<file path="config.mk">
export PLATFORM = sky130hd
export DESIGN_NAME = button_press_classifier_core_flat
export DESIGN_NICKNAME = d
export VERILOG_FILES = /design/src/bpc_pkg.sv /design/src/bpc_req_if.sv /design/src/bpc_rsp_if.sv /design/src/bpc_csr.sv /design/src/bpc_eval.sv /design/src/button_press_classifier_core.sv /design/src/flat_wrapper.sv
export SDC_FILE = /design/constraint.sdc
export NUM_CORES = 1
export LEC_CHECK = 0
export ABC_AREA = 1
export BUFFER_PORTS_ARGS = -buffer_cell sky130_fd_sc_hd__clkbuf_2
export CORE_MARGIN = 1
export CORE_UTILIZATION = 30
export CTS_CLUSTER_DIAMETER = 150
export DETAILED_ROUTE_END_ITERATION = 10
export REMOVE_ABC_BUFFERS = 1
export SYNTH_ARGS = -nofsm -noshare
export SYNTH_HDL_FRONTEND = slang
export SYNTH_SLANG_ARGS = --single-unit
</file>
<file path="constraint.sdc">
create_clock -name clock -period 3.11 [get_ports clock]
set_input_delay 0.4665 -clock clock [delete_from_list [all_inputs] [get_ports clock]]
set_output_delay 0.4665 -clock clock [all_outputs]
set_load 0.01 [all_outputs]
</file>
<file path="src/bpc_pkg.sv">
`default_nettype none

package bpc_pkg;

   // Configuration port geometry
   localparam int unsigned CsrIndexWidth = 2;
   localparam int unsigned CsrDataWidth  = 16;

   // Field widths
   localparam int unsigned TimeWidth = 32;

   // Register reset values in ms
   localparam logic [CsrDataWidth-1:0] LongHoldReset     = 16'd2000;
   localparam logic [CsrDataWidth-1:0] ShortMaxReset     = 16'd500;
   localparam logic [CsrDataWidth-1:0] DoubleWindowReset = 16'd400;

   // Register indexes
   typedef enum logic [CsrIndexWidth-1:0] {
      CSR_LONG_HOLD     = 2'd0,
      CSR_SHORT_MAX     = 2'd1,
      CSR_DOUBLE_WINDOW = 2'd2
   } csr_index_type;

   // Timing thresholds as seen by the classifier
   typedef struct packed {
      logic [CsrDataWidth-1:0] long_hold_ms;
      logic [CsrDataWidth-1:0] short_max_ms;
      logic [CsrDataWidth-1:0] double_window_ms;
   } bpc_cfg_type;

   // Press tracking state carried from one poll to the next
   typedef struct packed {
      logic                 press_active;
      logic [TimeWidth-1:0] press_start_time;
      logic [TimeWidth-1:0] last_short_time;
   } bpc_state_type;

   // One poll after it has been registered
   typedef struct packed {
      logic [TimeWidth-1:0] now_ms;
      logic                 button_down;
      logic                 battery_present;
   } bpc_poll_type;

   // Event flags of one poll
   typedef struct packed {
      logic shutdown_request;
      logic short_press;
      logic double_press;
   } bpc_flags_type;

endpackage

`default_nettype wire

</file>
<file path="src/bpc_req_if.sv">
`default_nettype none

interface bpc_req_if
   import bpc_pkg::*;
();
   logic                 valid;
   logic                 ready;
   logic [TimeWidth-1:0] now_ms;
   logic                 button_down;
   logic                 battery_present;

   modport source (output valid, output now_ms, output button_down,
                   output battery_present, input ready);
   modport sink   (input valid, input now_ms, input button_down,
                   input battery_present, output ready);
endinterface

`default_nettype wire

</file>
<file path="src/bpc_rsp_if.sv">
`default_nettype none

interface bpc_rsp_if;
   logic valid;
   logic ready;
   logic shutdown_request;
   logic short_press;
   logic double_press;

   modport source (output valid, output shutdown_request, output short_press,
                   output double_press, input ready);
   modport sink   (input valid, input shutdown_request, input short_press,
                   input double_press, output ready);
endinterface

`default_nettype wire

</file>
<file path="src/bpc_csr.sv">
`default_nettype none

module bpc_csr
   import bpc_pkg::*;
(
   input  wire logic                     clock,
   input  wire logic                     reset,
   input  wire logic                     csr_wr_en,
   input  wire logic [CsrIndexWidth-1:0] csr_index,
   input  wire logic [CsrDataWidth-1:0]  csr_wdata,
   output bpc_cfg_type                   cfg
);

   bpc_cfg_type cfg_ff;
   bpc_cfg_type cfg_in;

   // Decode the write; unknown indexes are dropped
   always_comb begin
      cfg_in = cfg_ff;
      if (csr_wr_en) begin
         case (csr_index)
            CSR_LONG_HOLD:     cfg_in.long_hold_ms     = csr_wdata;
            CSR_SHORT_MAX:     cfg_in.short_max_ms     = csr_wdata;
            CSR_DOUBLE_WINDOW: cfg_in.double_window_ms = csr_wdata;
            default:           cfg_in = cfg_ff;
         endcase
      end
   end

   always_ff @(posedge clock) begin
      if (reset) begin
         cfg_ff.long_hold_ms     <= LongHoldReset;
         cfg_ff.short_max_ms     <= ShortMaxReset;
         cfg_ff.double_window_ms <= DoubleWindowReset;
      end else begin
         cfg_ff <= cfg_in;
      end
   end

   assign cfg = cfg_ff;

endmodule

`default_nettype wire

</file>
<file path="src/bpc_eval.sv">
`default_nettype none

module bpc_eval
   import bpc_pkg::*;
(
   input  bpc_poll_type  poll,
   input  bpc_cfg_type   cfg,
   input  bpc_state_type state_cur,
   output bpc_state_type state_nxt,
   output bpc_flags_type flags
);

   logic [TimeWidth-1:0] held;
   logic [TimeWidth-1:0] gap;
   logic                 long_reached;
   logic                 is_short;
   logic                 in_window;

   // Wrapping elapsed times since press start and since the last short press
   assign held = poll.now_ms - state_cur.press_start_time;
   assign gap  = poll.now_ms - state_cur.last_short_time;

   // Long hold only on a non-negative elapsed time
   assign long_reached = !held[TimeWidth-1] &&
                         (held >= {{(TimeWidth-CsrDataWidth){1'b0}}, cfg.long_hold_ms});
   assign is_short     = held < {{(TimeWidth-CsrDataWidth){1'b0}}, cfg.short_max_ms};
   // A negative gap counts as inside the window
   assign in_window    = gap[TimeWidth-1] ||
                         (gap <= {{(TimeWidth-CsrDataWidth){1'b0}}, cfg.double_window_ms});

   // Classify the poll and work out the next press state
   always_comb begin
      state_nxt = state_cur;
      flags     = '0;
      if (poll.battery_present) begin
         if (poll.button_down && !state_cur.press_active) begin
            state_nxt.press_start_time = poll.now_ms;
            state_nxt.press_active     = 1'b1;
         end else if (poll.button_down && state_cur.press_active) begin
            if (long_reached) begin
               state_nxt.press_active = 1'b0;
               flags.shutdown_request = 1'b1;
            end
         end else if (!poll.button_down && state_cur.press_active) begin
            state_nxt.press_active = 1'b0;
            if (is_short) begin
               if ((state_cur.last_short_time != '0) && in_window) begin
                  state_nxt.last_short_time = '0;
                  flags.double_press        = 1'b1;
               end else begin
                  state_nxt.last_short_time = poll.now_ms;
                  flags.short_press         = 1'b1;
               end
            end
         end
      end
   end

endmodule

`default_nettype wire

</file>
<file path="src/button_press_classifier_core.sv">
// Button press classifier. Each poll item (timestamp, button level, battery
// flag) yields exactly one result item with shutdown, short-press and
// double-press flags. The block takes one item per clock cycle while the
// result side is not stalled; an item is captured in an input register,
// classified by a single pass of compare and subtract logic against the
// press state, and lands in a result register, from which the result item
// is presented. The press state is updated in the same cycle the result is
// registered, so consecutive items see each other's effect. A stalled
// result side holds both registers and drops req_chan.ready once the
// input register is full. Thresholds are written through the csr_ port and
// should only change while the block is idle.
`default_nettype none

module button_press_classifier_core
   import bpc_pkg::*;
(
   input  wire logic                     clock,
   input  wire logic                     reset,
   bpc_req_if.sink                       req_chan,
   bpc_rsp_if.source                     rsp_chan,
   input  wire logic                     csr_wr_en,
   input  wire logic [CsrIndexWidth-1:0] csr_index,
   input  wire logic [CsrDataWidth-1:0]  csr_wdata
);

   bpc_cfg_type   cfg;
   bpc_state_type state_ff;
   bpc_state_type state_in;
   bpc_poll_type  poll_ff;
   logic          poll_valid_ff;
   bpc_flags_type flags_in;
   bpc_flags_type flags_ff;
   logic          rsp_valid_ff;
   logic          advance;
   logic          take_req;

   bpc_csr u_csr (
      .clock     (clock),
      .reset     (reset),
      .csr_wr_en (csr_wr_en),
      .csr_index (csr_index),
      .csr_wdata (csr_wdata),
      .cfg       (cfg)
   );

   bpc_eval u_eval (
      .poll      (poll_ff),
      .cfg       (cfg),
      .state_cur (state_ff),
      .state_nxt (state_in),
      .flags     (flags_in)
   );

   // Advance the result stage when it is empty or being taken
   assign advance  = !rsp_valid_ff || rsp_chan.ready;
   assign take_req = req_chan.valid && req_chan.ready;
   assign req_chan.ready = !poll_valid_ff || advance;

   // Input register
   always_ff @(posedge clock) begin
      if (reset) begin
         poll_valid_ff <= 1'b0;
      end else if (req_chan.ready) begin
         poll_valid_ff <= req_chan.valid;
      end
   end

   always_ff @(posedge clock) begin
      if (take_req) begin
         poll_ff.now_ms          <= req_chan.now_ms;
         poll_ff.button_down     <= req_chan.button_down;
         poll_ff.battery_present <= req_chan.battery_present;
      end
   end

   // Commit press state together with the result
   always_ff @(posedge clock) begin
      if (reset) begin
         state_ff <= '0;
      end else if (poll_valid_ff && advance) begin
         state_ff <= state_in;
      end
   end

   // Result register
   always_ff @(posedge clock) begin
      if (reset) begin
         rsp_valid_ff <= 1'b0;
      end else if (advance) begin
         rsp_valid_ff <= poll_valid_ff;
      end
   end

   always_ff @(posedge clock) begin
      if (poll_valid_ff && advance) begin
         flags_ff <= flags_in;
      end
   end

   assign rsp_chan.valid            = rsp_valid_ff;
   assign rsp_chan.shutdown_request = flags_ff.shutdown_request;
   assign rsp_chan.short_press      = flags_ff.short_press;
   assign rsp_chan.double_press     = flags_ff.double_press;

endmodule

`default_nettype wire

</file>
<file path="src/flat_wrapper.sv">
// flat-port wrapper written by rule: the top's interface ports become plain ports
module button_press_classifier_core_flat import bpc_pkg::*;
  (clock, reset, csr_wr_en, csr_index, csr_wdata, req_chan_valid, req_chan_now_ms, req_chan_button_down, req_chan_battery_present, req_chan_ready, rsp_chan_valid, rsp_chan_shutdown_request, rsp_chan_short_press, rsp_chan_double_press, rsp_chan_ready);
  bpc_req_if req_chan_i ();
  bpc_rsp_if rsp_chan_i ();
  input  wire logic clock;
  input  wire logic reset;
  input  wire logic csr_wr_en;
  input  wire logic [CsrIndexWidth-1:0] csr_index;
  input  wire logic [CsrDataWidth-1:0] csr_wdata;
  input wire logic [$bits(req_chan_i.valid)-1:0] req_chan_valid;
  input wire logic [$bits(req_chan_i.now_ms)-1:0] req_chan_now_ms;
  input wire logic [$bits(req_chan_i.button_down)-1:0] req_chan_button_down;
  input wire logic [$bits(req_chan_i.battery_present)-1:0] req_chan_battery_present;
  output wire logic [$bits(req_chan_i.ready)-1:0] req_chan_ready;
  output wire logic [$bits(rsp_chan_i.valid)-1:0] rsp_chan_valid;
  output wire logic [$bits(rsp_chan_i.shutdown_request)-1:0] rsp_chan_shutdown_request;
  output wire logic [$bits(rsp_chan_i.short_press)-1:0] rsp_chan_short_press;
  output wire logic [$bits(rsp_chan_i.double_press)-1:0] rsp_chan_double_press;
  input wire logic [$bits(rsp_chan_i.ready)-1:0] rsp_chan_ready;
  assign req_chan_i.valid = req_chan_valid;
  assign req_chan_i.now_ms = req_chan_now_ms;
  assign req_chan_i.button_down = req_chan_button_down;
  assign req_chan_i.battery_present = req_chan_battery_present;
  assign req_chan_ready = req_chan_i.ready;
  assign rsp_chan_valid = rsp_chan_i.valid;
  assign rsp_chan_shutdown_request = rsp_chan_i.shutdown_request;
  assign rsp_chan_short_press = rsp_chan_i.short_press;
  assign rsp_chan_double_press = rsp_chan_i.double_press;
  assign rsp_chan_i.ready = rsp_chan_ready;
  button_press_classifier_core u_core (.clock(clock), .reset(reset), .req_chan(req_chan_i), .rsp_chan(rsp_chan_i), .csr_wr_en(csr_wr_en), .csr_index(csr_index), .csr_wdata(csr_wdata));
endmodule
</file>
==> results of run 1 <==
==> state kept, by name, indices dropped and copies added, names as in the netlist <==
signal	count
u_core.poll_ff	34
u_core.poll_valid_ff	1
u_core.rsp_chan.double_press	1
u_core.rsp_chan.short_press	1
u_core.rsp_chan.shutdown_request	1
u_core.rsp_chan.valid	1
u_core.state_ff	65
u_core.u_csr.cfg	48
==> critical path: cells and delay by family (launching register included) <==
family	cells	cell delay [ns]
flops	1	0.46
compound gates	2	0.21
xor+xnor	1	0.15
buf+inv	3	0.46
simple gates	17	1.56
fa+ha+maj	2	0.60
==> worst max path at each step <==
stage,to,start,slack [ns]
after floorplan,u_core.state_ff[0],u_core.poll_ff[9],-0.39
after global placement,u_core.state_ff[26],u_core.poll_ff[12],-0.40
after detailed placement,u_core.state_ff[24],u_core.poll_ff[2],-0.43
after CTS,u_core.state_ff[10],u_core.poll_ff[4],-0.23
after global routing,u_core.state_ff[0],u_core.poll_ff[10],-0.62
final,u_core.state_ff[5],u_core.poll_ff[3],-0.45
==> metal layers <==
| layer | track usage [%] | vias up | part of all wire (%) |
|---|---|---|---|
| li1 | - | 6115 | - |
| met1 | 24.87 | 5375 | 47 |
| met2 | 31.42 | 277 | 47 |
| met3 | 2.589 | 48 | 3.9 |
| met4 | 6.460 | 0 | 2.1 |
| met5 | 0 | - | 0 |
==> cell usage after synthesis, drive strengths merged <==
cell type    n
and2         3
a211oi       3
nor4         4
nand4       21
xor2        27
ha         109
clkinv       1
nor2       112
a31oi        2
nand3b       5
o21ai       72
o21a         2
nand3       65
fa           2
o21bai       7
edfxtp      37
nand2      601
o211ai      17
clkbuf      19
a21o         4
nor3        19
and3         2
a21oi      160
dfxtp      115
xnor2        4
inv        347
or2          2
buf         15
==> report_power, final <==
group	switching, uW	total, uW	internal, uW	leakage (uW)
Sequential	52.1	2160	2100	0.00130
Clock	930	2030	1100	0.000271
Combinational	1060	1930	872	0.00648
==> layout make-up <==
class	count	area (sq um)
Fill cell	3782	21750
Multi-Input combinational cell	1243	7806
Sequential cell	152	3413
Timing Repair Buffer	289	2286
Inverter	348	1308
Tap cell	511	639.4
Clock buffer	20	467.9
Clock inverter	11	87.58
==> per-stage QoR <==
| step | setup TNS [ns] | hold slack (ns) |
|---|---|---|
| 6_report | -14.72 | 0.2021 |
| 5_1_grt | -20.94 | 0.1882 |
| 4_1_cts | -7.308 | 0.1839 |
| 3_5_place_dp | -14.13 | 0.4498 |
| 3_3_place_gp | -13.74 | 0.4424 |
| 2_1_floorplan | -11.79 | 0.4353 |
==> cell families (layout without fill, tap and decap cells) <==
group / Yosys count / in the layout / synth area share [%]
simple gates: 834 / 834 / 29.56
buf+inv: 382 / 668 / 13.11
compound gates: 267 / 267 / 13.31
flops: 152 / 152 / 29.53
fa+ha+maj: 111 / 111 / 12.15
xor+xnor: 31 / 31 / 2.349
==> timing repair <==
item                       4_1_cts  5_1_grt
setup buffers                   39       17
pin swaps                       47       52
gates resized for setup        194       71
setup endpoints to repair       36       36
cloned                           3        2
==> results.sh, run 1 <==
export IMPL_status="complete, but fails checks"
export IMPL_violations="setup timing"
export IMPL_crit_type="reg2reg"
export IMPL_io_buffers=61
export IMPL_report_final_setup_viol=36
export IMPL_cp_max_fo=8
export IMPL_min_delay_start="req_chan_now_ms[31]"
export IMPL_die_width_microns=198.3
export IMPL_worstSetupStartpointType="flip-flop"
export IMPL_rows=71
export IMPL_holdCritPathClass="in2reg"
export IMPL_r2r_slack_ns=-0.45
export IMPL_drt_pass1_iter_count=6
export IMPL_dieArea_sq_mm=0.03931
export IMPL_vias=11820
export IMPL_leakage_uw=0.008046
export IMPL_reg2reg_to="u_core.state_ff[5]"
export IMPL_postCtsHoldBufs=0
export IMPL_grt_overflow_total=0
export IMPL_yosys_top_cells_area="dfxtp_1, nand2_1, ha_1, inv_1, edfxtp_1"
export IMPL_ioPinCount=62
export IMPL_drive_above_1_share_pct=27.48
export IMPL_setup_ws_ns=-0.4528
export IMPL_antennaDiodeCount=0
export IMPL_synth_cell_types=39
export IMPL_drc=0
export IMPL_max_stage_delay_ns=0.46
export IMPL_slew_limit_headroom_pct=44.46
export IMPL_fin_nets=2219
export IMPL_cts_sinks=152
export IMPL_avgSynthCellArea_sq_um=6.504
export IMPL_core_area_sq_mm=0.03776
export IMPL_cts_buffers_inserted=17
export IMPL_fin_cells=2574
export IMPL_grt_first_pass_wirelength_mm=57.70
export IMPL_whs_endpoint="u_core.poll_ff[33]"
export IMPL_ys_seq_area_share_pct=29.53
export IMPL_cts_tree="yes"
export IMPL_maxCapViolations=0
export IMPL_wl_mm=37.33
export IMPL_gp_congestion=0.9136
export IMPL_die_h_microns=198.3
export IMPL_ys_seq_elements=152
export IMPL_dp_cells=2488
export IMPL_dp_slack_ns=-0.4271
export IMPL_post_route_period_util_pct=114.6
export IMPL_grtUsageTotal_pct=18.88
export IMPL_routed_via_density=4.590
export IMPL_detail_route_antenna_nets=0
export IMPL_worstPathRequired_ns=3.44
export IMPL_fin_skew_ns=0.01124
export IMPL_critPathCaptureType="flip-flop"
export IMPL_p_total_uw=6116
export IMPL_hold_viol_final=0
export IMPL_design_area_sq_mm=0.01601
export IMPL_rsz0062_at_grt="yes"
export IMPL_layout_common_cells="nand2_1, inv_1, buf_4"
export IMPL_worstMarginPinSlew_ns=0.8311
export IMPL_synth_top_area_share_pct=19.92
export IMPL_clock_latency_ns=0.44
export IMPL_power_density_mw_per_mm2=382.1
export IMPL_drt_iter0_drc=720
export IMPL_start_util_pct=30.61
export IMPL_htreeDepth=4
export IMPL_synthCells=1777
export IMPL_dpl_cell_area_sq_mm=0.01367
export IMPL_cp_common_cell="nand2_2"
export IMPL_max_freq_mhz=280.7
export IMPL_root_buffer="clkbuf_16"
export IMPL_final_common_cell="nand2_1"
export IMPL_yosys_warnings=0
export IMPL_antenna_found_initial=0
export IMPL_hold_depth=1
export IMPL_grt_pass1_vias=11180
export IMPL_worstReg2RegStart="u_core.poll_ff[3]"
export IMPL_area_growth_pct=38.51
export IMPL_ir_drop_mv=0.3319
export IMPL_grt_max_degree=76
export IMPL_wl_per_cell_microns=14.50
export IMPL_min_period_ns=3.563
export IMPL_clk_pin_slew_ns=0.07
export IMPL_slew_violations=0
export IMPL_cts_buffer_depth=2
export IMPL_yosysTopAreaCell="dfxtp_1"
export IMPL_dp_hpwl_mm=27.38
export IMPL_cp_arrival_ns=3.89
export IMPL_crit_slowest_cell="edfxtp_1"
export IMPL_syn_area_sq_mm=0.01156
export IMPL_ff2ff_path_depth=25
export IMPL_utilization_pct=42.40
Power figures use the tool's default switching activity.
==> inputs of run 2 (changes only) <==
==> constraint.sdc (replaced) <==
create_clock -name clock -period 3.8 [get_ports clock]
set_input_delay 0.57 -clock clock [delete_from_list [all_inputs] [get_ports clock]]
set_output_delay 0.57 -clock clock [all_outputs]
set_load 0.01 [all_outputs]
==> run 2 against run 1 <==
Effect of this change: the run now ends clean; sequential share of layout area is 4.6 points higher; largest cell class unchanged; die area unchanged; non-clock buffer count decreased by 210; cell count shrank 8.1%; clock skew about the same; core utilization shrank 7.5 points.
==> results.sh, run 2 (synthesis gave the netlist of run 1 again) <==
export IMPL_ioPinCount=62
export IMPL_cp_arrival_ns=3.85
export IMPL_power_density_mw_per_mm2=349.9
export IMPL_grt_overflow_total=0
export IMPL_crit_type="reg2reg"
export IMPL_slew_violations=0
export IMPL_rows=71
export IMPL_worstPathRequired_ns=4.12
export IMPL_antenna_found_initial=0
export IMPL_max_freq_mhz=283.8
export IMPL_critPathCaptureType="flip-flop"
export IMPL_multi_input_area_sq_mm=0.006716
export IMPL_slew_limit_headroom_pct=53.23
export IMPL_routed_via_density=4.577
export IMPL_htreeDepth=4
export IMPL_core_area_sq_mm=0.03776
export IMPL_regArea_sq_mm=0.003413
export IMPL_drc=0
export IMPL_worstSetupStartpointType="flip-flop"
export IMPL_dieArea_sq_mm=0.03931
export IMPL_grt_pass1_vias=9882
export IMPL_cts_buffers_inserted=17
export IMPL_fin_skew_ns=0.01157
export IMPL_start_util_pct=30.61
export IMPL_post_route_period_util_pct=92.73
export IMPL_utilization_pct=34.92
export IMPL_io_buffers=61
export IMPL_crit_slowest_cell="fa_1"
export IMPL_report_final_setup_viol=0
export IMPL_worstMarginPinSlew_ns=0.7006
export IMPL_wl_mm=33.20
export IMPL_drt_pass1_iter_count=6
export IMPL_timing_hold_ws_ns=0.3067
export IMPL_min_period_ns=3.524
export IMPL_vias=10820
export IMPL_drive_above_1_share_pct=9.655
export IMPL_layout_common_cells="nand2_1, inv_1, a21oi_1"
export IMPL_cp_max_fo=33
export IMPL_final_common_cell="nand2_1"
export IMPL_area_growth_pct=14.07
export IMPL_maxCapViolations=0
export IMPL_clk_pin_slew_ns=0.07
export IMPL_antennaDiodeCount=0
export IMPL_status="completed"
export IMPL_cts_tree="yes"
export IMPL_largest_reg_flops=65
export IMPL_cts_buffer_depth=2
export IMPL_clock_latency_ns=0.44
export IMPL_fill_cells=4106
export IMPL_path_cells="inv_1 > ha_1 > fa_1 > inv_1 > nand3_1 > nand3_1 > nand4_1 > nand2_2 > xor2_1 > ha_1 > nand2_1 > nor4_2 > nand3_1 > nand2_1 > nand3_1 > nor2_1 > nand3_1 > nor2_1 > nand2_1 > nand2_1 > nand2_2 > buf_12 > nand2_1 > a21oi_2"
export IMPL_grt_first_pass_wirelength_mm=52.28
export IMPL_max_stage_delay_ns=0.42
export IMPL_wl_per_cell_microns=14.04
export IMPL_dp_hpwl_mm=26.78
export IMPL_die_h_microns=198.3
export IMPL_drt_iter0_drc=770
export IMPL_gp_congestion=0.9000
export IMPL_detail_route_antenna_nets=0
export IMPL_ir_drop_mv=0.3420
export IMPL_grtUsageTotal_pct=17.19
export IMPL_leakage_uw=0.006843
export IMPL_holdCritPathClass="in2reg"
export IMPL_cts_sinks=152
export IMPL_die_width_microns=198.3
export IMPL_hold_viol_final=0
export IMPL_root_buffer="clkbuf_16"
export IMPL_grt_max_degree=63
export IMPL_postCtsHoldBufs=0
export IMPL_fin_nets=2009
export IMPL_regMostFlops="u_core.state_ff"
[run 2: cell types whose count changed in the layout (fill, tap and decap cells not counted), sizes merged]
cell,previous run,this run
clkbuf,83,82
buf,225,18
bufinv,0,2
inv,353,351
bufbuf,1,0
[run 2: area by class of cell]
cell class / count / share of cell area (%)
multi-input combinational: 1243 / 50.94
clock buffer: 21 / 3.654
inverter: 348 / 9.917
tap: 511 / 4.850
clock inverter: 11 / 1.025
sequential: 152 / 25.89
timing repair buffer: 79 / 3.720
[run 2: power breakdown]
part	internal, uW	switching [uW]
combinational	378	678
sequential	1720	43.4
clock	1050	738
[run 2: final timing paths]
check	from	endpoint	slack (ns)	depth (start not counted)
max	u_core.poll_ff[2]	u_core.state_ff[8]	0.28	24
min	req_chan_now_ms[25]	u_core.poll_ff[27]	0.31	1
max reg2reg	u_core.poll_ff[2]	u_core.state_ff[8]	0.28	24
min reg2reg	u_core.state_ff[53]	u_core.state_ff[53]	0.45	2
[run 2: per-layer routing]
layer / wire length, microns / global-route usage, %
met5: 0 / 0
met4: 546 / 4.307
met3: 1566 / 2.385
met2: 14920 / 28.24
met1: 16170 / 23.50
[run 2: metrics by stage]
stage	total power, uW	TNS (ns)	instances	worst slack [ns]	area, sq um
after detailed placement	2833	0	2331	0.2054	12470
after global placement	2815	0	2331	0.2476	12470
after CTS	4631	0	2363	0.1091	13090
final	4613	0	2365	0.2762	13180
after floorplan	2530	0	1743	0.2959	11350
after global routing	4859	-0.02885	2365	-0.009590	13180
[run 2: what timing repair did]
action | in CTS | in global routing
setup endpoints to repair | 0 | 34
gates resized for setup | 0 | 14
buffers inserted | 0 | 2
[run 2: critical path, delay by kind of cell, from the launching register on]
kind / cells / cell delay, ns
AOI/OAI and AO/OA: 1 / 0.06
xor gates and xnor gates: 1 / 0.08
adders and majority gates: 3 / 0.93
buffers and inverters: 3 / 0.36
DFF: 1 / 0.35
and+or+nand+nor: 16 / 1.60
==> inputs of run 3 (changes only) <==
--- a/config.mk
+++ b/config.mk
@@ -14,4 +14,5 @@
 export REMOVE_ABC_BUFFERS = 1
 export SYNTH_ARGS = -nofsm -noshare
 export SYNTH_HDL_FRONTEND = slang
+export SYNTH_HIERARCHICAL = 1
 export SYNTH_SLANG_ARGS = --single-unit
==> run 3 against run 2 <==
Effect of this change: the flow now finishes with violations (setup timing); sequential power up 5%; setup slack worse by 0.38 ns; combinational power up 120%; flip-flop and latch count unchanged; cell count up 25%.
==> results.sh, run 3 <==
export IMPL_status="complete, but fails checks"
export IMPL_violations="setup timing"
export IMPL_avgSynthCellArea_sq_um=6.036
export IMPL_fin_skew_ns=0.01383
export IMPL_ir_drop_mv=0.2632
export IMPL_synthSimpleGateAreaFrac_pct=36.13
export IMPL_holdCritPathClass="in2reg"
export IMPL_cp_arrival_ns=4.24
export IMPL_syn_area_sq_mm=0.01306
export IMPL_worstMarginPinSlew_ns=0.9767
export IMPL_die_width_microns=210.6
export IMPL_fin_cells=2968
export IMPL_max_stage_delay_ns=0.48
export IMPL_power_density_mw_per_mm2=358.6
export IMPL_synth_edf_count=37
export IMPL_drive_above_1_share_pct=17.71
export IMPL_vias=13920
export IMPL_grt_pass1_vias=12990
export IMPL_synthCells=2163
export IMPL_postCtsHoldBufs=0
export IMPL_cts_buffers_inserted=17
export IMPL_largest_reg_flops=65
export IMPL_root_buffer="clkbuf_16"
export IMPL_ys_seq_elements=152
export IMPL_wl_mm=42.19
export IMPL_grtUsageTotal_pct=18.65
export IMPL_antenna_found_initial=0
export IMPL_yosysTopAreaCell="dfxtp_1"
export IMPL_regMostFlops="u_core/state_ff"
export IMPL_ys_seq_area_share_pct=26.15
export IMPL_drt_pass1_iter_count=5
export IMPL_max_freq_mhz=256.1
export IMPL_io_buffers=61
export IMPL_report_final_setup_viol=32
export IMPL_slew_violations=0
export IMPL_p_total_uw=5956
export IMPL_design_area_sq_mm=0.01661
export IMPL_yosys_warnings=6
export IMPL_min_period_ns=3.904
export IMPL_area_growth_pct=27.20
export IMPL_ioPinCount=62
export IMPL_detail_route_antenna_nets=0
export IMPL_dp_hpwl_mm=32.33
export IMPL_synth_cell_types=43
export IMPL_cts_sinks=152
export IMPL_setup_ws_ns=-0.1043
export IMPL_die_h_microns=210.6
export IMPL_worstSetupStartpointType="flip-flop"
export IMPL_wl_per_cell_microns=14.21
export IMPL_slew_limit_headroom_pct=34.82
export IMPL_hold_viol_final=0
export IMPL_critPathCaptureType="flip-flop"
export IMPL_grt_max_degree=90
export IMPL_drc=0
export IMPL_routed_via_density=4.691
export IMPL_synth_top_family_by_area="simple AND/OR/NAND/NOR gates"
export IMPL_crit_type="reg2reg"
export IMPL_crit_slowest_cell="edfxtp_1"
export IMPL_yosys_area_share_adder_pct=10.75
export IMPL_synth_common_cells="nand2_1, inv_1, nor2_1, nand3_1, a21oi_1"
export IMPL_cp_common_cell="nand2_1"
export IMPL_yosysMostFrequentCell="nand2_1"
export IMPL_rows=76
export IMPL_cts_tree="yes"
export IMPL_clk_pin_slew_ns=0.07
export IMPL_cp_max_fo=16
export IMPL_yosys_area_share_xor_xnor_pct=2.214
export IMPL_htreeDepth=4
export IMPL_grt_first_pass_wirelength_mm=65.85
export IMPL_start_util_pct=30.37
export IMPL_clock_latency_ns=0.45
export IMPL_dp_cells=2902
export IMPL_synth_top_area_share_pct=17.63
export IMPL_yosys_top_cells_area="dfxtp_1, nand2_1, inv_1, ha_1, edfxtp_1"
export IMPL_cts_buffer_depth=2
export IMPL_dieArea_sq_mm=0.04435
export IMPL_final_common_cell="nand2_1"
export IMPL_leakage_uw=0.008385
export IMPL_antennaDiodeCount=0
export IMPL_synth_compound_area_share_pct=9.574
export IMPL_core_area_sq_mm=0.04298
export IMPL_drt_iter0_drc=990
export IMPL_dpl_cell_area_sq_mm=0.01496
export IMPL_post_route_period_util_pct=102.7
export IMPL_layout_common_cells="nand2_1, inv_1, nor2_1"
export IMPL_worstPathRequired_ns=4.13
export IMPL_fin_nets=2538
export IMPL_utilization_pct=38.64
export IMPL_synth_top_flop_cell="dfxtp_1"
export IMPL_muxShareOfSynthArea_pct=0
export IMPL_rsz0062_at_grt="yes"
export IMPL_gp_congestion=0.9181
export IMPL_maxCapViolations=0
export IMPL_grt_overflow_total=0
export IMPL_async_flop_share_pct=0
-- run 3: changes by cell type in the layout (fill, tap and decap cells not counted), sizes merged, moves of 3 or more --
cell and change:
buf +174, nand2 +14, nand4 +9, nor2 +159
o211ai -16, nand3 +131, inv +72, o21ai -9
nor3 -7, nor4 +4, and2 -3
-- run 3: critical path, delay by kind of cell, from the launching register on --
kind,cells,cell delay [ns]
AO/OA/AOI/OAI,1,0.23
XOR/XNOR,1,0.19
adder cells (fa/ha/maj),2,0.57
buffers and inverters,4,0.55
flip-flops,1,0.48
AND/OR/NAND/NOR,20,1.78
-- run 3: power by group --
| group | internal [uW] | switching, uW | total [uW] | leakage, uW |
|---|---|---|---|---|
| combinational | 1000 | 1310 | 2320 | 0.00678 |
| clock | 997 | 781 | 1780 | 0.000296 |
| sequential | 1760 | 105 | 1860 | 0.00131 |
| total | 3760 | 2200 | 5960 | 0.00839 |
-- run 3: metal layers --
layer | wire [microns] | GRT usage (%)
met5 | 0 | 0
met1 | 18510 | 23.45
met4 | 1562 | 7.446
met3 | 1381 | 1.698
met2 | 20730 | 32.66
-- run 3: cell type report --
class / instances / area, sq um
Fill cell: 4580 / 26380
Multi-Input combinational cell: 1524 / 8318
Sequential cell: 152 / 3417
Timing Repair Buffer: 258 / 1958
Inverter: 417 / 1570
Tap cell: 585 / 732.0
Clock buffer: 18 / 429.2
Clock inverter: 14 / 181.4
-- run 3: path summary, 6_finish.rpt --
path	start	endpoint	slack [ns]	cells after the start
max	u_core/poll_ff[5]	u_core/state_ff[18]	-0.10	28
min	req_chan_battery_present	u_core/poll_ff[0]	0.30	1
max reg2reg	u_core/poll_ff[5]	u_core/state_ff[18]	-0.10	28
min reg2reg	u_core/u_csr/cfg[42]	u_core/u_csr/cfg[42]	0.46	2
-- run 3: through the flow --
step | TNS, ns | hold slack (ns) | setup WS (ns)
after CTS | -0.07948 | 0.2837 | -0.01716
after floorplan | -1.275 | 0.4289 | -0.03750
after global placement | -12.73 | 0.4441 | -0.4305
final | -2.216 | 0.2995 | -0.1043
after global routing | -9.219 | 0.2921 | -0.3187
after detailed placement | -14.97 | 0.4471 | -0.4936
-- run 3: what timing repair did --
| action | CTS | global route |
|---|---|---|
| cloned | 0 | 5 |
| setup endpoints to repair | 34 | 35 |
| resized for setup | 26 | 119 |
| setup buffers | 9 | 20 |
| pin swaps | 4 | 46 |
| endpoints found under the hold margin | 0 | 0 |
-- run 3: kinds of logic after synthesis --
family | count (synthesis)
xor gates and xnor gates | 33
AOI/OAI and AO/OA | 239
buffers and inverters | 487
and+or+nand+nor | 1141
adders and majority gates | 111
DFF | 152
